--- config.mk ---
export PLATFORM = sky130hd
export DESIGN_NAME = page_table_fifo_replacement_flat
export DESIGN_NICKNAME = d
export VERILOG_FILES = /design/src/design/ptfr_pkg.sv /design/src/design/ptfr_if.sv /design/src/design/page_table_fifo_replacement.sv /design/src/design/ptfr_ram.sv /design/src/flat_wrapper.sv
export SDC_FILE = /design/constraint.sdc
export NUM_CORES = 2
export LEC_CHECK = 0
export BUFFER_PORTS_ARGS = -buffer_cell sky130_fd_sc_hd__buf_4
export CELL_PAD_IN_SITES_DETAIL_PLACEMENT = 2
export CELL_PAD_IN_SITES_GLOBAL_PLACEMENT = 2
export CORE_MARGIN = 2
export CORE_UTILIZATION = 42
export DETAILED_ROUTE_END_ITERATION = 6
export PLACE_DENSITY = 0.81
export SYNTH_ARGS = -nofsm -noshare
export SYNTH_HDL_FRONTEND = slang
export SYNTH_SLANG_ARGS = --single-unit
--- constraint.sdc ---
create_clock -name clk -period 4.95 [get_ports clk]
set_input_delay 0.99 -clock clk [delete_from_list [all_inputs] [get_ports clk]]
set_output_delay 0.99 -clock clk [all_outputs]
set_load 0.1 [all_outputs]
--- src/design/ptfr_pkg.sv ---
// ----------------------------------------------------------------------------
// ptfr_pkg: shared types and constants
// Request and status codes, configuration register indexes, port field widths
// and the response word layout of the FIFO page-replacement table.
// ----------------------------------------------------------------------------
package ptfr_pkg;

	// port field widths
	localparam int REQ_TYPE_W = 2;
	localparam int INDEX_W    = 6;
	localparam int STATUS_W   = 3;
	localparam int FRAME_W    = 5;
	localparam int PAGE_W     = 6;
	localparam int CFG_ADDR_W = 2;
	localparam int CFG_DATA_W = 7;

	// request types
	localparam logic [REQ_TYPE_W-1:0] REQ_READ  = 2'd0;
	localparam logic [REQ_TYPE_W-1:0] REQ_WRITE = 2'd1;
	localparam logic [REQ_TYPE_W-1:0] REQ_FREE  = 2'd2;
	localparam logic [REQ_TYPE_W-1:0] REQ_NONE  = 2'd3;

	// status codes
	localparam logic [STATUS_W-1:0] ST_HIT       = 3'd0;
	localparam logic [STATUS_W-1:0] ST_LOADED    = 3'd1;
	localparam logic [STATUS_W-1:0] ST_EVICTED   = 3'd2;
	localparam logic [STATUS_W-1:0] ST_FREED     = 3'd3;
	localparam logic [STATUS_W-1:0] ST_NOT_HELD  = 3'd4;
	localparam logic [STATUS_W-1:0] ST_RANGE     = 3'd5;
	localparam logic [STATUS_W-1:0] ST_NO_FRAMES = 3'd6;

	// configuration register indexes
	localparam logic [CFG_ADDR_W-1:0] CFG_PAGES  = 2'd0;
	localparam logic [CFG_ADDR_W-1:0] CFG_FRAMES = 2'd1;

	// response word
	typedef struct packed {
		logic [STATUS_W-1:0] status;
		logic [FRAME_W-1:0]  frame;
		logic [PAGE_W-1:0]   affected_page;
		logic [PAGE_W-1:0]   evicted_page;
		logic                page_used;
		logic                page_dirty;
	} rsp_t;

endpackage

--- src/design/ptfr_if.sv ---
// ----------------------------------------------------------------------------
// ptfr_if: channel interfaces
// Request, response and configuration channels, valid/ready handshake.
// ----------------------------------------------------------------------------
interface ptfr_req_if;
	logic                              valid;
	logic                              ready;
	logic [ptfr_pkg::REQ_TYPE_W-1:0]   req_type;
	logic [ptfr_pkg::INDEX_W-1:0]      index;
	modport source (output valid, output req_type, output index, input ready);
	modport sink   (input valid, input req_type, input index, output ready);
endinterface

interface ptfr_rsp_if;
	logic                            valid;
	logic                            ready;
	logic [ptfr_pkg::STATUS_W-1:0]   status;
	logic [ptfr_pkg::FRAME_W-1:0]    frame;
	logic [ptfr_pkg::PAGE_W-1:0]     affected_page;
	logic [ptfr_pkg::PAGE_W-1:0]     evicted_page;
	logic                            page_used;
	logic                            page_dirty;
	modport source (output valid, output status, output frame, output affected_page,
		output evicted_page, output page_used, output page_dirty, input ready);
	modport sink   (input valid, input status, input frame, input affected_page,
		input evicted_page, input page_used, input page_dirty, output ready);
endinterface

interface ptfr_cfg_if;
	logic                              valid;
	logic                              ready;
	logic [ptfr_pkg::CFG_ADDR_W-1:0]   addr;
	logic [ptfr_pkg::CFG_DATA_W-1:0]   data;
	modport source (output valid, output addr, output data, input ready);
	modport sink   (input valid, input addr, input data, output ready);
endinterface

--- src/design/page_table_fifo_replacement.sv ---
// ----------------------------------------------------------------------------
// page_table_fifo_replacement: page table with FIFO page replacement
// Sequencer over three RAMs (page table, free-frame ring, load-order list).
// ----------------------------------------------------------------------------
// One request is taken at a time; ready is low until its response word is
// registered. An out-of-range request goes straight to its response; a hit
// updates the page entry it read, and a load into a free frame pops the
// free-frame ring. A load by eviction reads the head of the load order and
// the victim's entry, then compacts the load-order list one entry a cycle
// through its one read and one write port. A free scans the page table one
// entry a cycle (up to the configured page count) and then searches and
// compacts the load-order list. A response word still held for the sink
// delays the next one until it is taken. A configuration write of the page
// or frame count reinitializes the table; there is no clearing pass,
// per-entry valid bits stand for the reset contents.
module page_table_fifo_replacement #(
	parameter int MAX_PAGES  = 64,
	parameter int MAX_FRAMES = 32
) (
	input  logic           clk,
	input  logic           arst_n,
	ptfr_req_if.sink       req,
	ptfr_rsp_if.source     rsp,
	ptfr_cfg_if.sink       cfg
);

	localparam int PW  = $clog2(MAX_PAGES);
	localparam int FW  = (MAX_FRAMES > 1) ? $clog2(MAX_FRAMES) : 1;
	localparam int PCW = $clog2(MAX_PAGES + 1);
	localparam int FCW = $clog2(MAX_FRAMES + 1);
	localparam int RST_NP = (64 > MAX_PAGES) ? MAX_PAGES : 64;
	localparam int RST_NF = (32 > MAX_FRAMES) ? MAX_FRAMES : 32;

	typedef struct packed {
		logic          v;
		logic          u;
		logic          d;
		logic [FW-1:0] frame;
	} pte_t;

	typedef enum logic [3:0] {
		S_IDLE, S_RW_CHK, S_RW_POP, S_RW_VIC1, S_RW_VIC2, S_RW_FIN,
		S_FR_SCAN, S_FR_HIT, S_LD_SCAN, S_CMPCT, S_OUT
	} state_t;

	state_t                          state_q;
	logic [ptfr_pkg::REQ_TYPE_W-1:0] type_q;
	logic [ptfr_pkg::INDEX_W-1:0]    idx_q;
	pte_t                            ent_q;
	logic [PW-1:0]                   vic_q;
	logic [PW-1:0]                   page_q;
	logic [FW-1:0]                   frame_q;
	logic [PCW-1:0]                  cnt_q;
	logic                            pend_q;
	logic [PCW-1:0]                  pend_a_q;
	logic [PCW-1:0]                  npages_q;
	logic [FCW-1:0]                  nframes_q;
	logic [FW-1:0]                   head_q;
	logic [FCW-1:0]                  fcnt_q;
	logic [PCW-1:0]                  lcnt_q;
	logic [MAX_PAGES-1:0]            pv_q;
	logic [MAX_FRAMES-1:0]           fqv_q;
	logic [PW-1:0]                   pt_ra_q;
	logic                            fq_vld_q;
	logic [FW-1:0]                   fq_ra_q;
	ptfr_pkg::rsp_t                  res_q;
	ptfr_pkg::rsp_t                  rsp_q;
	logic                            rsp_valid_q;

	// RAM ports
	logic          pt_we, pt_re, fq_we, fq_re, ld_we, ld_re;
	logic [PW-1:0] pt_waddr, pt_raddr, ld_waddr, ld_raddr;
	pte_t          pt_wdata, pt_rdata;
	logic [FW-1:0] fq_waddr, fq_raddr, fq_wdata, fq_rdata;
	logic [PW-1:0] ld_wdata, ld_rdata;

	// decode
	logic          acc, cfg_acc, in_ok, is_wr;
	pte_t          ent_rd;
	logic [FW-1:0] pop_frame, tail, head_nx;
	logic [FCW:0]  tail_sum;
	logic [FCW-1:0] head_inc;
	logic          rw_hit, rw_pop, rw_evict, scan_hit, ld_hit, cmp_done;
	logic          fq_space, ld_space;
	logic [PCW-1:0] cfg_np;

	assign req.ready = (state_q == S_IDLE) && !cfg.valid;
	assign cfg.ready = (state_q == S_IDLE);
	assign acc       = req.valid && req.ready;
	assign cfg_acc   = cfg.valid && cfg.ready;
	assign in_ok     = (32'(req.index) < 32'(npages_q)) && (req.req_type != ptfr_pkg::REQ_NONE);
	assign is_wr     = (type_q == ptfr_pkg::REQ_WRITE);

	// entry last read from the page table; never-written entries read as cleared
	assign ent_rd    = pv_q[pt_ra_q] ? pt_rdata : '0;
	assign pop_frame = fq_vld_q ? fq_rdata : fq_ra_q;

	// free ring tail and head wrap
	assign tail_sum = (FCW+1)'(head_q) + (FCW+1)'(fcnt_q);
	assign tail     = (tail_sum >= (FCW+1)'(MAX_FRAMES)) ?
		FW'(tail_sum - (FCW+1)'(MAX_FRAMES)) : FW'(tail_sum);
	assign head_inc = FCW'(head_q) + FCW'(1);
	assign head_nx  = (head_inc >= FCW'(MAX_FRAMES)) ? '0 : FW'(head_inc);
	assign fq_space = (32'(fcnt_q) < 32'(MAX_FRAMES));
	assign ld_space = (32'(lcnt_q) < 32'(MAX_PAGES));

	assign rw_hit   = ent_rd.v;
	assign rw_pop   = !ent_rd.v && (fcnt_q != '0);
	assign rw_evict = !ent_rd.v && (fcnt_q == '0) && (lcnt_q != '0);
	assign scan_hit = pend_q && ent_rd.v && (32'(ent_rd.frame) == 32'(idx_q));
	assign ld_hit   = pend_q && (ld_rdata == page_q);
	assign cmp_done = !pend_q && (cnt_q >= lcnt_q);

	assign cfg_np = (32'(cfg.data) > 32'(MAX_PAGES)) ? PCW'(MAX_PAGES) : PCW'(cfg.data);

	// RAM strobes per sequencer step
	always_comb begin
		pt_we = 1'b0; pt_waddr = '0; pt_wdata = '0; pt_re = 1'b0; pt_raddr = '0;
		fq_we = 1'b0; fq_waddr = '0; fq_wdata = '0; fq_re = 1'b0; fq_raddr = '0;
		ld_we = 1'b0; ld_waddr = '0; ld_wdata = '0; ld_re = 1'b0; ld_raddr = '0;
		case (state_q)
			S_IDLE: begin
				pt_re    = acc;
				pt_raddr = PW'(req.index);
			end
			S_RW_CHK: begin
				if (rw_hit) begin
					pt_we    = 1'b1;
					pt_waddr = PW'(idx_q);
					pt_wdata = '{v: 1'b1, u: 1'b1, d: ent_rd.d | is_wr, frame: ent_rd.frame};
				end else if (rw_pop) begin
					fq_re    = 1'b1;
					fq_raddr = head_q;
				end else if (rw_evict) begin
					ld_re    = 1'b1;
					ld_raddr = '0;
				end
			end
			S_RW_POP: begin
				pt_we    = 1'b1;
				pt_waddr = PW'(idx_q);
				pt_wdata = '{v: 1'b1, u: 1'b1, d: ent_q.d | is_wr, frame: pop_frame};
				ld_we    = ld_space;
				ld_waddr = PW'(lcnt_q);
				ld_wdata = PW'(idx_q);
			end
			S_RW_VIC1: begin
				pt_re    = 1'b1;
				pt_raddr = ld_rdata;
			end
			S_RW_VIC2: begin
				pt_we    = 1'b1;
				pt_waddr = vic_q;
				pt_wdata = '{v: 1'b0, u: 1'b0, d: 1'b0, frame: ent_rd.frame};
			end
			S_RW_FIN: begin
				pt_we    = 1'b1;
				pt_waddr = PW'(idx_q);
				pt_wdata = '{v: 1'b1, u: 1'b1, d: ent_q.d | is_wr, frame: frame_q};
				ld_we    = ld_space;
				ld_waddr = PW'(lcnt_q);
				ld_wdata = PW'(idx_q);
			end
			S_FR_SCAN: begin
				pt_re    = !scan_hit && (cnt_q < npages_q);
				pt_raddr = PW'(cnt_q);
			end
			S_FR_HIT: begin
				pt_we    = 1'b1;
				pt_waddr = page_q;
				pt_wdata = '{v: 1'b0, u: ent_q.u, d: ent_q.d, frame: ent_q.frame};
				fq_we    = fq_space;
				fq_waddr = tail;
				fq_wdata = FW'(idx_q);
			end
			S_LD_SCAN: begin
				ld_re    = !ld_hit && (cnt_q < lcnt_q);
				ld_raddr = PW'(cnt_q);
			end
			S_CMPCT: begin
				// move each entry one place toward the head
				ld_we    = pend_q;
				ld_waddr = PW'(pend_a_q - PCW'(1));
				ld_wdata = ld_rdata;
				ld_re    = (cnt_q < lcnt_q);
				ld_raddr = PW'(cnt_q);
			end
			default: begin
			end
		endcase
	end

	// sequencer, bookkeeping and response register
	always_ff @(posedge clk or negedge arst_n) begin
		if (!arst_n) begin
			state_q     <= S_IDLE;
			type_q      <= '0;
			idx_q       <= '0;
			ent_q       <= '0;
			vic_q       <= '0;
			page_q      <= '0;
			frame_q     <= '0;
			cnt_q       <= '0;
			pend_q      <= 1'b0;
			pend_a_q    <= '0;
			npages_q    <= PCW'(RST_NP);
			nframes_q   <= FCW'(RST_NF);
			head_q      <= '0;
			fcnt_q      <= FCW'(RST_NF);
			lcnt_q      <= '0;
			pv_q        <= '0;
			fqv_q       <= '0;
			pt_ra_q     <= '0;
			fq_vld_q    <= 1'b0;
			fq_ra_q     <= '0;
			res_q       <= '0;
			rsp_q       <= '0;
			rsp_valid_q <= 1'b0;
		end else begin
			if (rsp_valid_q && rsp.ready && state_q != S_OUT) begin
				rsp_valid_q <= 1'b0;
			end
			if (pt_we) begin
				pv_q[pt_waddr] <= 1'b1;
			end
			if (pt_re) begin
				pt_ra_q <= pt_raddr;
			end
			if (fq_we) begin
				fqv_q[fq_waddr] <= 1'b1;
			end

			case (state_q)
				S_IDLE: begin
					// configuration write restarts the table
					if (cfg_acc && (cfg.addr == ptfr_pkg::CFG_PAGES ||
							cfg.addr == ptfr_pkg::CFG_FRAMES)) begin
						if (cfg.addr == ptfr_pkg::CFG_PAGES) begin
							npages_q <= cfg_np;
						end else begin
							nframes_q <= (32'(cfg.data[5:0]) > 32'(MAX_FRAMES)) ?
								FCW'(MAX_FRAMES) : FCW'(cfg.data[5:0]);
							fcnt_q    <= (32'(cfg.data[5:0]) > 32'(MAX_FRAMES)) ?
								FCW'(MAX_FRAMES) : FCW'(cfg.data[5:0]);
						end
						if (cfg.addr == ptfr_pkg::CFG_PAGES) begin
							fcnt_q <= nframes_q;
						end
						pv_q   <= '0;
						fqv_q  <= '0;
						head_q <= '0;
						lcnt_q <= '0;
					end else if (acc) begin
						type_q <= req.req_type;
						idx_q  <= req.index;
						cnt_q  <= '0;
						pend_q <= 1'b0;
						if (!in_ok) begin
							res_q   <= '{status: ptfr_pkg::ST_RANGE, frame: '0,
								affected_page: '0, evicted_page: '0, page_used: 1'b0,
								page_dirty: 1'b0};
							state_q <= S_OUT;
						end else if (req.req_type == ptfr_pkg::REQ_FREE) begin
							state_q <= S_FR_SCAN;
						end else begin
							state_q <= S_RW_CHK;
						end
					end
				end
				S_RW_CHK: begin
					ent_q <= ent_rd;
					if (rw_hit) begin
						res_q   <= '{status: ptfr_pkg::ST_HIT, frame: 5'(ent_rd.frame),
							affected_page: idx_q, evicted_page: '0, page_used: 1'b1,
							page_dirty: ent_rd.d | is_wr};
						state_q <= S_OUT;
					end else if (rw_pop) begin
						fq_vld_q <= fqv_q[head_q];
						fq_ra_q  <= head_q;
						state_q  <= S_RW_POP;
					end else if (rw_evict) begin
						state_q <= S_RW_VIC1;
					end else begin
						res_q   <= '{status: ptfr_pkg::ST_NO_FRAMES, frame: '0,
							affected_page: idx_q, evicted_page: '0, page_used: ent_rd.u,
							page_dirty: ent_rd.d};
						state_q <= S_OUT;
					end
				end
				S_RW_POP: begin
					head_q  <= head_nx;
					fcnt_q  <= fcnt_q - FCW'(1);
					if (ld_space) begin
						lcnt_q <= lcnt_q + PCW'(1);
					end
					res_q   <= '{status: ptfr_pkg::ST_LOADED, frame: 5'(pop_frame),
						affected_page: idx_q, evicted_page: '0, page_used: 1'b1,
						page_dirty: ent_q.d | is_wr};
					state_q <= S_OUT;
				end
				S_RW_VIC1: begin
					vic_q   <= ld_rdata;
					state_q <= S_RW_VIC2;
				end
				S_RW_VIC2: begin
					// drop the head of the load order
					frame_q <= ent_rd.frame;
					cnt_q   <= PCW'(1);
					pend_q  <= 1'b0;
					state_q <= S_CMPCT;
				end
				S_CMPCT: begin
					if (cnt_q < lcnt_q) begin
						pend_q   <= 1'b1;
						pend_a_q <= cnt_q;
						cnt_q    <= cnt_q + PCW'(1);
					end else begin
						pend_q <= 1'b0;
					end
					if (cmp_done) begin
						lcnt_q  <= lcnt_q - PCW'(1);
						state_q <= (type_q == ptfr_pkg::REQ_FREE) ? S_OUT : S_RW_FIN;
					end
				end
				S_RW_FIN: begin
					if (ld_space) begin
						lcnt_q <= lcnt_q + PCW'(1);
					end
					res_q   <= '{status: ptfr_pkg::ST_EVICTED, frame: 5'(frame_q),
						affected_page: idx_q, evicted_page: 6'(vic_q), page_used: 1'b1,
						page_dirty: ent_q.d | is_wr};
					state_q <= S_OUT;
				end
				S_FR_SCAN: begin
					// one page entry per cycle; each entry's read is registered before its compare
					if (scan_hit) begin
						ent_q   <= ent_rd;
						page_q  <= PW'(pend_a_q);
						state_q <= S_FR_HIT;
					end else if (cnt_q < npages_q) begin
						pend_q   <= 1'b1;
						pend_a_q <= cnt_q;
						cnt_q    <= cnt_q + PCW'(1);
					end else begin
						pend_q <= 1'b0;
						if (!pend_q) begin
							res_q   <= '{status: ptfr_pkg::ST_NOT_HELD, frame: 5'(idx_q),
								affected_page: '0, evicted_page: '0, page_used: 1'b0,
								page_dirty: 1'b0};
							state_q <= S_OUT;
						end
					end
				end
				S_FR_HIT: begin
					if (fq_space) begin
						fcnt_q <= fcnt_q + FCW'(1);
					end
					res_q   <= '{status: ptfr_pkg::ST_FREED, frame: 5'(idx_q),
						affected_page: 6'(page_q), evicted_page: '0, page_used: ent_q.u,
						page_dirty: ent_q.d};
					cnt_q   <= '0;
					pend_q  <= 1'b0;
					state_q <= S_LD_SCAN;
				end
				S_LD_SCAN: begin
					// find the freed page in the load order
					if (ld_hit) begin
						cnt_q   <= pend_a_q + PCW'(1);
						pend_q  <= 1'b0;
						state_q <= S_CMPCT;
					end else if (cnt_q < lcnt_q) begin
						pend_q   <= 1'b1;
						pend_a_q <= cnt_q;
						cnt_q    <= cnt_q + PCW'(1);
					end else begin
						pend_q <= 1'b0;
						if (!pend_q) begin
							state_q <= S_OUT;
						end
					end
				end
				S_OUT: begin
					if (!rsp_valid_q || rsp.ready) begin
						rsp_q       <= res_q;
						rsp_valid_q <= 1'b1;
						state_q     <= S_IDLE;
					end
				end
				default: begin
					state_q <= S_IDLE;
				end
			endcase
		end
	end

	// response port
	assign rsp.valid         = rsp_valid_q;
	assign rsp.status        = rsp_q.status;
	assign rsp.frame         = rsp_q.frame;
	assign rsp.affected_page = rsp_q.affected_page;
	assign rsp.evicted_page  = rsp_q.evicted_page;
	assign rsp.page_used     = rsp_q.page_used;
	assign rsp.page_dirty    = rsp_q.page_dirty;

	// page table: V, U, D and frame per page
	ptfr_ram #(.W($bits(pte_t)), .D(MAX_PAGES)) u_pt_ram (
		.clk   (clk),
		.we    (pt_we),
		.waddr (pt_waddr),
		.wdata (pt_wdata),
		.re    (pt_re),
		.raddr (pt_raddr),
		.rdata (pt_rdata)
	);

	// free-frame ring
	ptfr_ram #(.W(FW), .D(MAX_FRAMES)) u_fq_ram (
		.clk   (clk),
		.we    (fq_we),
		.waddr (fq_waddr),
		.wdata (fq_wdata),
		.re    (fq_re),
		.raddr (fq_raddr),
		.rdata (fq_rdata)
	);

	// load-order list
	ptfr_ram #(.W(PW), .D(MAX_PAGES)) u_ld_ram (
		.clk   (clk),
		.we    (ld_we),
		.waddr (ld_waddr),
		.wdata (ld_wdata),
		.re    (ld_re),
		.raddr (ld_raddr),
		.rdata (ld_rdata)
	);

`ifndef NO_ASSERTIONS
	// every frame is either free or held by a loaded page
	a_frame_count: assert property (@(posedge clk) disable iff (!arst_n)
		state_q == S_IDLE |-> 32'(fcnt_q) + 32'(lcnt_q) == 32'(nframes_q))
		else $error("free plus loaded count differs from frame count");

	// loaded pages never outnumber the configured pages
	a_load_bound: assert property (@(posedge clk) disable iff (!arst_n)
		32'(lcnt_q) <= 32'(npages_q))
		else $error("load order longer than page count");

	// one request at a time
	a_one_item: assert property (@(posedge clk) disable iff (!arst_n)
		req.valid && req.ready |=> !req.ready)
		else $error("request taken while busy");
`endif

endmodule

--- src/design/ptfr_ram.sv ---
// ----------------------------------------------------------------------------
// ptfr_ram: generic single-write, single-read RAM
// One write port and one read port with registered read data.
// ----------------------------------------------------------------------------
module ptfr_ram #(
	parameter int W = 8,
	parameter int D = 64
) (
	input  logic                                  clk,
	input  logic                                  we,
	input  logic [((D > 1) ? $clog2(D) : 1)-1:0]  waddr,
	input  logic [W-1:0]                          wdata,
	input  logic                                  re,
	input  logic [((D > 1) ? $clog2(D) : 1)-1:0]  raddr,
	output logic [W-1:0]                          rdata
);

	logic [W-1:0] mem [D];

	// write port and registered read
	always_ff @(posedge clk) begin
		if (we) begin
			mem[waddr] <= wdata;
		end
		if (re) begin
			rdata <= mem[raddr];
		end
	end

endmodule
--- src/flat_wrapper.sv ---
// flat-port wrapper written by rule: the top's interface ports become plain ports
module page_table_fifo_replacement_flat 
#(
	parameter int MAX_PAGES  = 64,
	parameter int MAX_FRAMES = 32
)
  (clk, arst_n, req_valid, req_req_type, req_index, req_ready, rsp_valid, rsp_status, rsp_frame, rsp_affected_page, rsp_evicted_page, rsp_page_used, rsp_page_dirty, rsp_ready, cfg_valid, cfg_addr, cfg_data, cfg_ready);
  ptfr_req_if req_i ();
  ptfr_rsp_if rsp_i ();
  ptfr_cfg_if cfg_i ();
  input  logic clk;
  input  logic arst_n;
  input wire logic [$bits(req_i.valid)-1:0] req_valid;
  input wire logic [$bits(req_i.req_type)-1:0] req_req_type;
  input wire logic [$bits(req_i.index)-1:0] req_index;
  output wire logic [$bits(req_i.ready)-1:0] req_ready;
  output wire logic [$bits(rsp_i.valid)-1:0] rsp_valid;
  output wire logic [$bits(rsp_i.status)-1:0] rsp_status;
  output wire logic [$bits(rsp_i.frame)-1:0] rsp_frame;
  output wire logic [$bits(rsp_i.affected_page)-1:0] rsp_affected_page;
  output wire logic [$bits(rsp_i.evicted_page)-1:0] rsp_evicted_page;
  output wire logic [$bits(rsp_i.page_used)-1:0] rsp_page_used;
  output wire logic [$bits(rsp_i.page_dirty)-1:0] rsp_page_dirty;
  input wire logic [$bits(rsp_i.ready)-1:0] rsp_ready;
  input wire logic [$bits(cfg_i.valid)-1:0] cfg_valid;
  input wire logic [$bits(cfg_i.addr)-1:0] cfg_addr;
  input wire logic [$bits(cfg_i.data)-1:0] cfg_data;
  output wire logic [$bits(cfg_i.ready)-1:0] cfg_ready;
  assign req_i.valid = req_valid;
  assign req_i.req_type = req_req_type;
  assign req_i.index = req_index;
  assign req_ready = req_i.ready;
  assign rsp_valid = rsp_i.valid;
  assign rsp_status = rsp_i.status;
  assign rsp_frame = rsp_i.frame;
  assign rsp_affected_page = rsp_i.affected_page;
  assign rsp_evicted_page = rsp_i.evicted_page;
  assign rsp_page_used = rsp_i.page_used;
  assign rsp_page_dirty = rsp_i.page_dirty;
  assign rsp_i.ready = rsp_ready;
  assign cfg_i.valid = cfg_valid;
  assign cfg_i.addr = cfg_addr;
  assign cfg_i.data = cfg_data;
  assign cfg_ready = cfg_i.ready;
  page_table_fifo_replacement #(.MAX_PAGES(MAX_PAGES), .MAX_FRAMES(MAX_FRAMES)) u_core (.clk(clk), .arst_n(arst_n), .req(req_i), .rsp(rsp_i), .cfg(cfg_i));
endmodule
# Yosys cells after proc, flatten, opt, wreduce, memory -nomap -nowiden
# Memory sizes are Yosys's and may differ from the RTL's. A register that Yosys moved wholly into a read port is not among the register bits.
# Cells that the tools add are included.
dict set report word_totals {
  register_bits 235
  ram_bits 1056
  output_inout_bits 25
  memories 3
}
dict set report op_classes {
  add_sub_neg 10
  magnitude_cmp 16
  n_eq_ne 36
  n_mux 111
  n_bitwise 6
  reduce_logical 58
}
# memory words width rd rd_ports_with_merged_regs write_ports line
set memory_table {}
lappend memory_table {u_core.u_pt_ram.mem 64 8 1 1 1 ptfr_ram.sv:18} ;# logic [W-1:0] mem [D];
lappend memory_table {u_core.u_ld_ram.mem 64 6 1 1 1 ptfr_ram.sv:18}
lappend memory_table {u_core.u_fq_ram.mem 32 5 1 1 1 ptfr_ram.sv:18}
# op count
set op_table {}
lappend op_table {{2-to-1 mux 22 bit} 9}
lappend op_table {{2-to-1 mux 64 bit} 3}
lappend op_table {{case mux 22 bit (6 select lines)} 1}
lappend op_table {{2-to-1 mux 7 bit} 15}
lappend op_table {{2-to-1 mux 32 bit} 3}
lappend op_table {{OR 64 bit} 1}
lappend op_table {{2-to-1 mux 4 bit} 14}
lappend op_table {{2-to-1 mux 5 bit} 9}
lappend op_table {{case mux 7 bit (3 select lines)} 2}
lappend op_table {{case mux 7 bit (6 select lines)} 1}
lappend op_table {{case mux 4 bit (10 select lines)} 1}
lappend op_table {{case mux 8 bit (5 select lines)} 1}
lappend op_table {{2-to-1 mux 6 bit} 6}
lappend op_table {{case mux 6 bit (3 select lines)} 2}
lappend op_table {{OR 32 bit} 1}
lappend op_table {{2-to-1 mux 1 bit} 27}
lappend op_table {{case mux 6 bit (2 select lines)} 2}
lappend op_table {{case mux 6 bit (4 select lines)} 1}
lappend op_table {{adder 7 x 1 -> 7 bit, second input constant} 3}
lappend op_table {{logical AND 1 bit} 18}
lappend op_table {{!= test 2 bit, second input constant} 9}
lappend op_table {{nonzero test 6 bit} 3}
lappend op_table {{== test 4 x 3 -> 1 bit, second input constant} 4}
lappend op_table {{2-to-1 mux 8 bit} 2}
lappend op_table {{58 further kinds} 99}

# Depth between registers and ports, before layout
dict set report logic_depth {
  depth_word 13
  mapped_depth 17
}

# Modules after synthesis
# From an unflattened synthesis, not the netlist that was laid out.
dict set report unflattened {
  cells_unflattened 3269
  area_unflattened_um2 54796.3
}
# module instances cells_each area_per_inst_um2 seq_area_each_um2
set by_module_without_submodules {}
lappend by_module_without_submodules {{ptfr_ram (u_core.u_pt_ram)} 1 940 20246.9 15615.0}
lappend by_module_without_submodules {{ptfr_ram (u_core.u_ld_ram)} 1 719 15287.2 11711.2}
lappend by_module_without_submodules {page_table_fifo_replacement 1 1333 12867.3 5884.4}
lappend by_module_without_submodules {{ptfr_ram (u_core.u_fq_ram)} 1 277 6394.9 4954.8}

# Worst setup path before layout
# Ideal clock, no wire load.
dict set report synth_timing {
  path_kind {register to register}
  start {reg u_core.state_q[3]}
  end {mem u_core.u_pt_ram.mem[0][5], data pin}
  arrival_ns 4.493
  required_ns 4.238
  path_slack_ns -0.255
  path_stages_with_launch 10
  n_path_buf 3
  synth_period_minus_slack_ns 5.205
  path_cell_list {dfrtp_1 -> buf_2 -> nand2b_1 -> nor2_1 -> nand2_1 -> inv_2 -> clkbuf_1 -> clkbuf_1 -> nor2_1 -> o21ai_0}
}
# item line
set synth_lines {}
lappend synth_lines {{start: declaration} page_table_fifo_replacement.sv:46} ;# state_t state_q;
lappend synth_lines {{start signal: assignment} page_table_fifo_replacement.sv:322} ;# state_q <= (type_q == ptfr_pkg::REQ_FREE) ? S_OUT : S_RW_FIN;
lappend synth_lines {{end: declaration} ptfr_ram.sv:18}

# Final worst setup path
dict set report layout_timing {
  start {reg u_core.state_q[3]}
  end {mem u_core.u_ld_ram.mem[32][5] (netlist bit), enable pin}
}
dict set report layout_via {
  elab_chain_cells 5
  elab_cells_between_ends 8
  cone_classes {3 x eq/ne; 4 x mux; 1 x reduce/logical}
}
# item line
set layout_lines {}
lappend layout_lines {{== test 4 x 2 -> 1 bit / == test 4 x 3 -> 1 bit (equally long branches)} page_table_fifo_replacement.sv:121} ;# case (state_q)
lappend layout_lines {{OR reduction 2 bit (no source line)} -}
lappend layout_lines {{case mux 1 bit (2 select lines)} page_table_fifo_replacement.sv:121}
lappend layout_lines {{2-to-1 mux 1 bit} ptfr_ram.sv:22} ;# if (we) begin
lappend layout_lines {{2-to-1 mux 1 bit (implied by the code)} ptfr_ram.sv:23} ;# mem[waddr] <= wdata;
lappend layout_lines {{end: declaration} ptfr_ram.sv:18}
# Several ways; a longest one is shown, not always the timed one.

==> results.cfg <==
[run_status]
outcome = complete, no violations

[critical_path]
worst-setup-path-type = flop to flop
cp-start-kind = flop
crit_arrival_ns = 5.09
crit_fanout = 20
crit_required_ns = 5.36
reg2reg_slack_ns = 0.26
cp-end-kind = flop

[power]
p_int_mw = 17.7
pwr_density_cell_mw_per_mm2 = 357
switching_share_pct = 21.1
clockPowerShare_pct = 47.0
p_seq_share_pct = 52.4
switchingPower_mw = 4.76
power_frac_comb_pct = 0.5
power.leakage_nw = 21.5
power_mw = 22.5
ir_drop_mv = 0.343

[timing]
fin_crit_sh_pct = 94.7
rsz0062_at_grt = no
max-slew-margin-rel_pct = 4.96
setup-violations-final = 0
final.setup_skew_ns = 0.0454
report.final.slew_viol_count = 0
worst_pin_slew_ns = 1.42
layout_setup_ws_ns = 0.264
min_period_ns = 4.69
fin_setup_tns_ns = 0
hold_viol = 0
fmax_ghz = 0.213

[run]
maxCapViolCount = 0

[global_routing]
grt_max_degree = 162
first_global_vias = 40400
grt_pass1_wl_um = 284000
grt_use_total_pct = 28.3
grt_overflow_total = 0
antenna_found_initial = 3

[final_layout]
areaGrowthSynthToFinish_pct = 13.5
mostFrequentLayoutCell = edfxtp_1
final_util_pct = 47.9
fin_nets = 4141
drive_gt1_share_pct = 13.8
antenna_cells = 0
final_cell_mix = 1075 x edfxtp_1, 487 x nand2_1, 235 x nor2_1

[logic_synthesis]
syn_area_per_cell_um2 = 13.9
seq_area_frac_synth_pct = 68.8
synth_edf_count = 1075
async_flop_share_pct = 17.9
synth_seq_cells = 1310
synth_area_mm2 = 0.0555
syn_inst = 3983
synth_top_area_share_pct = 58.2
synthTopCellsByArea = edfxtp_1 58%, dfrtp_1 10%, mux2i_1 3.8%, nand2_1 3.3%, a211oi_1 2.9%
synth_fp_nets = 4052
ys.flop_type = edfxtp_1
netlist.top_cell.by_area = edfxtp_1
yosys.cell_types.count = 80
ys_warn_count = 0

[placed_design]
io_buffers = 46
globalplace.congestion = 0.855
dp_hpwl_um = 117000
dpl_worst_slack_ns = 0.354

[drt]
wl_met3_um = 10500
routed.top_layer = met5
viasPerCell = 6.20
ant_nets = 0
vias = 36900
routedWlPerCell_um = 32.3
drc = 0
wl_um = 192000
wl_met1_um = 77000
route.met2.wl_um = 97600
dr.pass1.iters = 5
drt-initial-drc-count = 4085

[clock_tree]
post_cts.repair.setup_buffers = 0
cts_tree = built
cts_resized = 0
clk_path_buf_depth = 3
cts_root_buf = clkbuf_16
clkSinkCount = 1310
clk_latency_ns = 0.80
htreeDepth = 4
cts_hold_buf = 0
cts_made_buffers = 143
clkTransAtPathRegs_ns = 0.07

[floorplan]
row_count = 133
io_pins = 47
die_y_um = 367
coreArea_mm2 = 0.131
start_util_pct = 42.3
dieArea_mm2 = 0.135
die_x_um = 367

[min_path]
hp-class = input port to async pin
==> worst max-delay path: stages, from the launching register on <==
cell     delay [ns]
dfrtp_1        0.66
nor2_1         0.26
nand2_1        0.31
o21ai_4        0.26
nor2_1         1.13
nor2_1         0.27
nor2_1         0.25
nand2_1        0.43
nor2_1         0.70
==> logic make-up (layout without fill, tap and decap cells) <==
kind of cell / count (synthesis) / count (layout) / synth area share, %
buf+inv: 299 / 505 / 2.28
xor+xnor: 36 / 36 / 0.568
mux: 340 / 340 / 7.31
compound gates: 915 / 915 / 11.5
flops: 1310 / 1310 / 68.8
fa+ha+maj: 47 / 47 / 1.10
simple gates: 1036 / 1036 / 8.41
==> sequential cells by signal, summed over array words and instances (netlist names), 6 cells and up <==
register,cells
u_core.cnt_q,7
u_core.ent_q,7
u_core.fcnt_q,6
u_core.fqv_q,32
u_core.idx_q,6
u_core.lcnt_q,7
u_core.nframes_q,6
u_core.npages_q,7
u_core.page_q,6
u_core.pend_a_q,7
u_core.pt_ra_q,6
u_core.pv_q,64
u_core.res_q,22
u_core.rsp.affected_page,6
u_core.rsp.evicted_page,6
u_core.u_fq_ram.mem,160
u_core.u_ld_ram.mem,384
u_core.u_ld_ram.rdata,6
u_core.u_pt_ram.mem,512
u_core.u_pt_ram.rdata,8
u_core.vic_q,6
==> area by class of cell <==
type | count | area [um2]
inverter | 44 | 165
clock inverter | 68 | 578
multi-input combinational | 2374 | 16200
tap | 1755 | 2200
clock buffer | 194 | 3960
timing repair buffer | 199 | 1690
fill | 12300 | 68300
sequential | 1310 | 38200
==> Yosys cell counts, types with 15 or more instances <==
| master | n |
|---|---|
| nand2_1 | 491 |
| a21o_1 | 78 |
| inv_1 | 39 |
| buf_1 | 20 |
| a31oi_1 | 84 |
| o221ai_1 | 40 |
| a21oi_1 | 132 |
| buf_2 | 65 |
| o22ai_1 | 30 |
| a22oi_1 | 17 |
| nand3_1 | 48 |
| and2_0 | 35 |
| mux4_2 | 44 |
| xnor2_1 | 20 |
| clkbuf_1 | 157 |
| nor2_1 | 235 |
| nor3_1 | 20 |
| a311oi_1 | 64 |
| o21a_1 | 37 |
| xor2_1 | 16 |
| o211ai_1 | 25 |
| nor2b_1 | 16 |
| ha_1 | 44 |
| a211oi_1 | 211 |
| a22o_1 | 17 |
| dfrtp_1 | 232 |
| o21ai_0 | 103 |
| a211o_1 | 15 |
| mux2i_1 | 212 |
| and2_1 | 105 |
| mux2_2 | 74 |
| edfxtp_1 | 1075 |
==> routing by layer <==
metal	vias up	global-route usage (%)
met1	19700	36.1
met2	1437	48.8
met3	357	4.12
li1	15400	-
met5	-	0
met4	2	10.3
==> per-stage QoR <==
stage	hold WS, ns	instance area [um2]	cells
finish	0.218	63000	5944
global route	0.270	63000	5944
CTS	0.244	62900	5944
detailed placement	0.469	58400	5682
global placement	0.455	58400	5682
floorplan	0.443	55500	3983
==> power groups by stage <==
stage	registers [mW]	clock network, mW	logic, mW
2_1_floorplan	12.0	0	0.0413
4_1_cts	11.8	10.7	0.126
6_report	11.8	10.6	0.123
3_3_place_gp	12.0	0	0.117
3_5_place_dp	12.0	0	0.122
5_1_grt	11.8	11.1	0.135
==> worst paths after layout <==
kind	startpoint	end	cells after the start
worst min register to register	u_core.fq_ra_q[1]	u_core.fq_ra_q[1]	2
max in group asynchronous	arst_n	u_core.pv_q[26]	2
worst min-delay path	arst_n	u_core.npages_q[2]	1
min in group clk	cfg_data[1]	u_core.npages_q[1]	3
worst max-delay path	u_core.state_q[3]	u_core.u_ld_ram.mem[32][5]	8
worst max register to register	u_core.state_q[3]	u_core.u_ld_ram.mem[32][5]	8
(Power assumes the default switching activity.)
